--- config.mk ---
export PLATFORM = sky130hd
export DESIGN_NAME = pfad_ctrl
export DESIGN_NICKNAME = d
export VERILOG_FILES = /design/src/rtl/page_frame_allocator_directory_core_assert.svh /design/src/rtl/pfad_pkg.sv /design/src/rtl/pfad_ctrl.sv
export SDC_FILE = /design/constraint.sdc
export NUM_CORES = 1
export LEC_CHECK = 0
export ABC_AREA = 1
export BUFFER_PORTS_ARGS = -buffer_cell sky130_fd_sc_hd__buf_2
export CORE_AREA = 2 2 39 41
export CTS_BUF_LIST = sky130_fd_sc_hd__clkbuf_8
export DETAILED_ROUTE_END_ITERATION = 16
export DIE_AREA = 0 0 41 43
export PLACE_DENSITY = 0.46
export SYNTH_ARGS = -nofsm -noshare
export SYNTH_HDL_FRONTEND = slang
export SYNTH_SLANG_ARGS = --single-unit
--- constraint.sdc ---
create_clock -name i_clk -period 1.5 [get_ports i_clk]
set_input_delay 0 -clock i_clk [delete_from_list [all_inputs] [get_ports i_clk]]
set_output_delay 0 -clock i_clk [all_outputs]
set_load 0.02 [all_outputs]
--- src/rtl/page_frame_allocator_directory_core_assert.svh ---
// assertion macros for the page frame allocator directory core
// PFAD_ASSERT_IMP: consequent checked in the same cycle as the antecedent
// PFAD_ASSERT_NXT: consequent checked in the cycle after the antecedent
`ifndef PAGE_FRAME_ALLOCATOR_DIRECTORY_CORE_ASSERT_SVH
`define PAGE_FRAME_ALLOCATOR_DIRECTORY_CORE_ASSERT_SVH
`ifndef NO_ASSERTIONS
`define PFAD_ASSERT_IMP(label, clk, rst_n, ante, cons) \
    label: assert property (@(posedge clk) disable iff (!rst_n) (ante) |-> (cons)) \
        else $error("pfad assertion failed");
`define PFAD_ASSERT_NXT(label, clk, rst_n, ante, cons) \
    label: assert property (@(posedge clk) disable iff (!rst_n) (ante) |=> (cons)) \
        else $error("pfad assertion failed");
`else
`define PFAD_ASSERT_IMP(label, clk, rst_n, ante, cons)
`define PFAD_ASSERT_NXT(label, clk, rst_n, ante, cons)
`endif
`endif

--- src/rtl/pfad_pkg.sv ---
`default_nettype none

package pfad_pkg;

    // field widths
    localparam int OP_W      = 2;
    localparam int PAGE_W    = 10;
    localparam int FLAGS_W   = 4;
    localparam int ENTRY_W   = PAGE_W + FLAGS_W;
    localparam int AMOUNT_W  = 11;
    localparam int DIR_DEPTH = 1024;

    // bitmap word layout
    localparam int WORD_BITS = 32;
    localparam int BIT_W     = 5;

    // operation codes
    localparam logic [OP_W-1:0] OP_CHECK = 2'd0;
    localparam logic [OP_W-1:0] OP_ALLOC = 2'd1;
    localparam logic [OP_W-1:0] OP_FREE  = 2'd2;
    localparam logic [OP_W-1:0] OP_MAP   = 2'd3;

    // directory entry flags
    localparam int                 FLAG_PRESENT_BIT = 0;
    localparam logic [FLAGS_W-1:0] FLAGS_KERNEL     = 4'b1011;
    localparam logic [FLAGS_W-1:0] FLAGS_USER       = 4'b1111;
    localparam logic [PAGE_W-1:0]  KERNEL_HIGH_PAGE = 10'h300;
    localparam logic [ENTRY_W-1:0] KERNEL_ENTRY     = {{PAGE_W{1'b0}}, FLAGS_KERNEL};

    // controller to datapath commands
    typedef struct packed {
        logic clr_wr;
        logic load;
        logic dir_rd;
        logic bmp_rd;
        logic commit;
    } t_cmd;

    // datapath to controller status
    typedef struct packed {
        logic clr_last;
        logic out_free;
    } t_sts;

endpackage

`default_nettype wire

--- src/rtl/pfad_ctrl.sv ---
`default_nettype none

module pfad_ctrl
    import pfad_pkg::*;
(
    input  wire logic i_clk,
    input  wire logic i_rst_n,
    input  wire logic i_valid,
    output logic      o_stall,
    input  wire t_sts i_sts,
    output t_cmd      o_cmd
);

    localparam logic [2:0] S_CLEAR = 3'd0;
    localparam logic [2:0] S_IDLE  = 3'd1;
    localparam logic [2:0] S_DIR   = 3'd2;
    localparam logic [2:0] S_BMP   = 3'd3;
    localparam logic [2:0] S_EXEC  = 3'd4;

    logic [2:0] r_state;
    logic [2:0] n_state;

    // next state and commands
    always_comb begin
        n_state = r_state;
        o_cmd   = '0;
        unique case (r_state)
            S_CLEAR: begin
                o_cmd.clr_wr = 1'b1;
                if (i_sts.clr_last) begin
                    n_state = S_IDLE;
                end
            end
            S_IDLE: begin
                o_cmd.load = i_valid;
                if (i_valid) begin
                    n_state = S_DIR;
                end
            end
            S_DIR: begin
                o_cmd.dir_rd = 1'b1;
                n_state      = S_BMP;
            end
            S_BMP: begin
                o_cmd.bmp_rd = 1'b1;
                n_state      = S_EXEC;
            end
            S_EXEC: begin
                if (i_sts.out_free) begin
                    o_cmd.commit = 1'b1;
                    n_state      = S_IDLE;
                end
            end
            default: begin
                n_state = S_CLEAR;
            end
        endcase
    end

    // state register
    always_ff @(posedge i_clk) begin
        if (!i_rst_n) begin
            r_state <= S_CLEAR;
        end else begin
            r_state <= n_state;
        end
    end

    assign o_stall = (r_state != S_IDLE);

endmodule

`default_nettype wire

# Word level (Yosys, flattened, before mapping)
# Cells that the tools add are included.
[word_totals]
regBits = 3
input_bits = 5
[op_classes]
eq_ne = 8
mux = 10
n_reduce_logical = 2
[op_table]
columns = ["operator", "n"]
rows = [
  ["case mux 3 bit (5 select lines)", 1],
  ["two-way mux 3 bit", 3],
  ["== test 3 x 2 -> 1 bit (second input constant)", 2],
  ["two-way mux 1 bit", 6],
  ["inequality test 2 bit (second input constant)", 3],
  ["== test 3 x 1 -> 1 bit (second input constant)", 1],
  ["== test 3 bit (second input constant)", 1],
  ["zero test 3 bit", 1],
  ["inequality test 3 x 1 -> 1 bit (second input constant)", 1],
  ["AND reduction 3 bit", 1],
]

# Logic depth before layout (Yosys ltp)
# Gate-level depths: netlist of the first run.
[logic_depth]
ltp_word = 3
ltp_mapped = 6
depth_no_buf = 5

# Worst setup path before layout of the first run
# No wires, ideal clock.
[synth_timing]
path_type = "flip-flop to flip-flop"
startpoint = "register r_state[2]"
endpoint = "register r_state[1]"
setup_time_ps = 73
arrival_ps = 1024
required_ps = 1427
path_slack_ps = 404
path_stages_with_launch = 5
n_path_buf = 1
period_less_slack_ps = 1096
cell_sequence = "dfxtp_1 -> buf_6 -> nor3_2 -> a21oi_1 -> nor3b_2"
[synth_via]
elab_chain_cells = 3
elab_cells_between_ends = 10
classes_between = "7 x eq/ne; 1 x mux; 2 x reduce/logical"
[synth_lines]
columns = ["item", "line_no", "source"]
rows = [
  ["start: declaration", "pfad_ctrl.sv:20", "logic [2:0] r_state;"],
  ["start signal: assignment", "pfad_ctrl.sv:65", "r_state <= n_state;"],
  ["== test 3 bit, or another cell as far along", "pfad_ctrl.sv:27", "unique case (r_state)"],
  ["inequality test 2 bit (no source line)", "n/a", ""],
  ["AND reduction 3 bit (no source line)", "n/a", ""],
]
# Several ways; a longest one is shown, not always the timed one.
# A chain may end at the register's enable or synchronous reset.

==> results of run 1 <==
[worst max-delay path, cell delays in order, from the launching register on]
cell and delay (ns):
dfxtp_1 0.43, inv_2 0.07, nor3_2 0.18, buf_2 0.19
[cells in the mapped netlist]
master,count
nand3_1,1
dfxtp_1,3
a21boi_1,1
nand3_2,3
nor3b_2,1
nor3_2,2
nor2_1,3
nand2_1,6
nand4_1,1
buf_6,1
nor2_2,2
inv_2,2
a21oi_1,1
inv_1,5
nor3_1,1
[layer usage]
| metal | part of all wire [%] | wire, um |
|---|---|---|
| met4 | 0 | 0 |
| met5 | 0 | 0 |
| met3 | 3.1 | 16 |
| met1 | 43 | 224 |
| met2 | 53 | 277 |
[final cells by class]
cell class / count / area [um2] / share of cell area (%)
multi-input combinational: 22 / 138 / 40.6
sequential: 3 / 60.1 / 17.7
timing repair buffer: 10 / 50.0 / 14.8
clock buffer: 3 / 41.3 / 12.2
inverter: 7 / 26.3 / 7.75
tap: 16 / 20.0 / 5.90
clock inverter: 1 / 3.75 / 1.11
[cells by family after synthesis]
group | count (synthesis) | share of synthesized area [%]
simple gates | 20 | 53.2
buf+inv | 8 | 16.0
flops | 3 | 25.5
compound gates | 2 | 5.32
[final timing paths]
check,startpoint,endpoint,slack [ns]
max,r_state[1],o_cmd[1],0.41
min,i_rst_n,r_state[0],0.05
max reg2reg,r_state[2],r_state[0],0.48
min reg2reg,r_state[1],r_state[2],0.64
[per-stage QoR]
stage | util, % | area (um2)
2_1_floorplan | - | 235
3_3_place_gp | 21.2 | 294
3_5_place_dp | 21.2 | 294
4_1_cts | 24.5 | 339
5_1_grt | 24.5 | 339
6_report | 24.5 | 339
[power by group]
group	internal, W	total, W	switching (W)
logic	0.0000370	0.0000969	0.0000598
clock network	0.000174	0.000221	0.0000472
registers	0.0000874	0.000102	0.0000145
==> impl_metrics.tcl, run 1 <==
set metrics [dict create \
    ys_warn_count 0 \
    post_cts_buffers 0 \
    pre_cts_ws_ns 0.484 \
    power_density_nw_per_um2 1240 \
    ir_drop_mv 0.485 \
    synthesis.nets 38 \
    htree_levels 1 \
    wl_per_cell_um 8.35 \
    nNetsFinal 52 \
    cp-end-kind "output pin" \
    clkLatencyLatePin_ns 0.21 \
    gp_congestion 0.690 \
    period_share_pct 72.5 \
    min_path_cells 3 \
    setup_tns_ns 0 \
    slew_headroom_pct 78.8 \
    antenna_left 0 \
    grt_pass1_vias 197 \
    setup_ws_ns 0.412 \
    arrival_ns 1.09 \
    grtUsageMet1_pct 7.99 \
    grt_usage_pct 6.91 \
    fin_crit_ns 1.09 \
    synthCells 33 \
    start_util_pct 17.0 \
    timing.hold.ws_ns 0.0531 \
    first_pass_iters 2 \
    synth-seq-area-share_pct 25.5 \
    ctsResizeCount 0 \
    netlist_area_um2 235 \
    final-setup-viol-count 0 \
    ctsLongestPathBuffers 2 \
    cts_sinks 3 \
    largest_reg_flops 3 \
    outcome "completed" \
    start_kind "flop" \
    grt_overflow_total 0 \
    wl_um 518 \
    antenna_found_initial 0 \
    hold_buffers 0 \
    met3_usage_pct 3.14 \
    layout_common_cells "buf_2 (10), nand2_1 (6), inv_1 (6)" \
    reg2reg_depth 5 \
    dieArea_um2 1760 \
    finalPower_w 0.000420 \
    final_common_cell "buf_2" \
    ys_seq_elements 3 \
    place_inst 58 \
    max_freq_mhz 919 \
    num-fill-cells 162 \
    regMostFlops "r_state" \
    drt_iter0_drc 3 \
    clk_pin_slew_worst_paths_ns 0.03 \
    area_growth_pct 44.1 \
    vias_per_cell 3.81 \
    setup.worst_path.class "flop to output pin" \
    portBuffers 10 \
    finClkSkew_ns 0.00254 \
    num_rows 14 \
    ys_types 15 \
    grt_pass1_wl_um 793 \
    use_met2_pct 9.06 \
    cts_tree "done" \
    cts-root-buf "clkbuf_8" \
    fp.dieW_um 41 \
    die_h_um 43 \
    cp_max_fo 5 \
    core_um2 1380 \
    worstPathRequired_ns 1.50 \
    maxSlewViolCount 0 \
    syn_avg_cell_area_um2 7.13 \
    p_leak_nw 0.175 \
    numCtsBuffers 3 \
    grt_max_degree 9 \
    min_path_type "input pin to flop" \
    final_cells 62 \
    maxCapViolCount 0 \
    route.detailed.drc 0 \
    yosysTopAreaCellShare_pct 25.5 \
    dp_hpwl_um 409 \
    num_io_pins 11 \
    vias 236 \
    reg.largest.list "r_state x3" \
    rsz0062_at_grt "no" \
    gr-max-usage-layer "met2" \
    finalHoldViolations 0 \
    synth_area_leaders "dfxtp_1 (26%), nand3_2 (13%), nand2_1 (9.6%)" \
    diodes 0 \
    post-synth-top-area-cell "dfxtp_1" \
    drive_above_1_share_pct 50.0 \
    max_slew.worst_pin.slew_ns 0.318 \
]
Note: power is estimated with default switching activity, not from simulation.
==> run 2, diff against run 1 <==
--- a/config.mk
+++ b/config.mk
@@ -5,13 +5,13 @@
 export SDC_FILE = /design/constraint.sdc
 export NUM_CORES = 1
 export LEC_CHECK = 0
-export ABC_AREA = 1
+export ABC_AREA = 0
 export BUFFER_PORTS_ARGS = -buffer_cell sky130_fd_sc_hd__buf_2
 export CORE_AREA = 2 2 39 41
 export CTS_BUF_LIST = sky130_fd_sc_hd__clkbuf_8
 export DETAILED_ROUTE_END_ITERATION = 16
 export DIE_AREA = 0 0 41 43
-export PLACE_DENSITY = 0.46
+export PLACE_DENSITY = 0.45
 export SYNTH_ARGS = -nofsm -noshare
 export SYNTH_HDL_FRONTEND = slang
 export SYNTH_SLANG_ARGS = --single-unit
==> constraint.sdc (replaced) <==
create_clock -name i_clk -period 1.15 [get_ports i_clk]
set_input_delay 0 -clock i_clk [delete_from_list [all_inputs] [get_ports i_clk]]
set_output_delay 0 -clock i_clk [all_outputs]
set_load 0.02 [all_outputs]
==> impl_metrics.tcl, run 2 <==
set metrics [dict create \
    outcome "complete, but fails checks" \
    violations "setup timing" \
    synth-seq-area-share_pct 27.1 \
    clkLatencyLatePin_ns 0.22 \
    grt_pass1_vias 226 \
    arrival_ns 1.16 \
    antenna_found_initial 0 \
    final_common_cell "buf_2" \
    grt_max_degree 9 \
    rsz0062_at_grt "yes" \
    place_inst 46 \
    async_flop_share_pct 0 \
    grt_overflow_total 0 \
    cts_tree "done" \
    maxSlewViolCount 0 \
    ctsLongestPathBuffers 2 \
    ir_drop_mv 0.408 \
    p_leak_nw 0.181 \
    reg.largest.list "r_state x3" \
    worstPathRequired_ns 1.15 \
    regMostFlops "r_state" \
    critical_path.top_delay_family "flip-flops" \
    num-fill-cells 162 \
    ys_seq_elements 3 \
    max_freq_mhz 863 \
    fin_crit_ns 1.16 \
    finalHoldViolations 0 \
    finalPower_w 0.000536 \
    final-setup-viol-count 2 \
    maxCapViolCount 0 \
    numCtsBuffers 3 \
    die_h_um 43 \
    final_area_um2 397 \
    place_area_um2 275 \
    vias_per_cell 4.07 \
    max_slew.worst_pin.slew_ns 0.276 \
    path_buf_inv 2 \
    ys_types 18 \
    cp-end-kind "output pin" \
    start_util_pct 16.0 \
    drive_above_1_share_pct 72.5 \
    fp.dieW_um 41 \
    synth_top_family_by_area "simple AND/OR/NAND/NOR gates" \
    gr-max-usage-layer "met2" \
    portBuffers 10 \
    synth-edff-count 0 \
    synthMuxAreaShare_pct 5.08 \
    setup_ws_ns -0.00813 \
    post-synth-top-area-cell "dfxtp_1" \
    synthesis.nets 27 \
    grtUsageMet1_pct 8.65 \
    num_io_pins 11 \
    cts-root-buf "clkbuf_8" \
    synthSimpleGateAreaFrac_pct 48.0 \
    netlist_area_um2 221 \
    wl_um 586 \
    final_cells 56 \
    hold_buffers 0 \
    htree_levels 1 \
    met3_usage_pct 1.57 \
    pre_cts_ws_ns 0.0481 \
    yosysMostFrequentCell "dfxtp_1" \
    cp_slowest_stage_delay_ns 0.32 \
    diodes 0 \
    min_path_type "input pin to flop" \
    cp_cell_sequence "buf_6 -> nor4bb_4 -> buf_4" \
    syn_avg_cell_area_um2 10.1 \
    synth_compound_area_share_pct 7.34 \
    cp_max_fo 4 \
    synth_common_cells "dfxtp_1 (3), nor3_1 (2), nor4b_1 (2)" \
    core_um2 1380 \
    period_share_pct 101 \
    route.detailed.drc 0 \
    dieArea_um2 1760 \
    area_growth_pct 79.1 \
    slowest_stage "dfxtp_2" \
    finClkSkew_ns 0.00124 \
    nNetsFinal 46 \
    clk_pin_slew_worst_paths_ns 0.03 \
    grt_usage_pct 8.32 \
    largest_reg_flops 3 \
    num_rows 14 \
    ys.flop_type "dfxtp_1" \
    grt_pass1_wl_um 945 \
    setup.worst_path.class "flop to output pin" \
    synthCells 22 \
    slew_headroom_pct 81.4 \
    yosysTopAreaCellShare_pct 27.1 \
    drt_iter0_drc 2 \
    power_density_nw_per_um2 1350 \
    start_kind "flop" \
    vias 228 \
    gp_congestion 0.602 \
    wl_per_cell_um 10.5 \
    ys_warn_count 0 \
    synth_area_leaders "dfxtp_1 (27%), nor4bb_4 (11%), nor4b_1 (7.9%)" \
    cts_sinks 3 \
    layout_common_cells "buf_2 (8), buf_4 (6), clkbuf_8 (3), buf_6 (3)" \
    antenna_left 0 \
    synth-adder-area-share_pct 0 \
    synth_xor_xnor_area_share_pct 0 \
    use_met2_pct 12.8 \
    first_pass_iters 2 \
]
run 2: routing by layer:
layer | wire length [um] | up-vias
li1 | - | 115
met1 | 208 | 107
met2 | 356 | 6
met3 | 21 | 0
met4 | 0 | 0
met5 | 0 | -
run 2: where the power goes:
part	switching (W)	internal, W
combinational	0.0000574	0.0000657
sequential	0.00000668	0.000110
clock	0.0000695	0.000227
total	0.000134	0.000402
run 2: cell families (layout without fill, tap and decap cells):
| group | Yosys count | count (layout) |
|---|---|---|
| muxes | 1 | 1 |
| and+or+nand+nor | 12 | 12 |
| buffers and inverters | 4 | 22 |
| AOI/OAI and AO/OA | 2 | 2 |
| DFF | 3 | 3 |
run 2: per-stage QoR:
step                      utilization (%)  hold slack (ns)  setup TNS [ns]
final                                28.7           0.0294         -0.0114
after global routing                 28.7           0.0434         -0.0753
after CTS                            28.2           0.0298         -0.0361
after detailed placement             19.9            0.254               0
after global placement               19.9            0.257               0
after floorplan                         -            0.106               0
run 2: area by class of cell:
cell class                      instances  area [um2]  area share [%]
Clock inverter                          1        3.75           0.946
Inverter                                1        3.75           0.946
Tap cell                               16        20.0            5.05
Multi-Input combinational cell         15         140            35.3
Sequential cell                         3        68.8            17.4
Clock buffer                            3        41.3            10.4
Timing Repair Buffer                   17         119            30.0
run 2: path summary, 6_finish.rpt:
path / start / to / slack [ns] / cells past startpoint
setup / recovery: r_state[0] / o_cmd[0] / -0.008 / 3
hold / removal: i_rst_n / r_state[2] / 0.03 / 2
setup reg to reg: r_state[2] / r_state[0] / 0.10 / 3
hold reg to reg: r_state[2] / r_state[1] / 0.57 / 2
run 2: timing repair:
item	in CTS	in global routing
buffers inserted	6	0
setup endpoints to repair	3	3
gates resized for setup	10	1
gates cloned	0	0
pin swaps	3	1
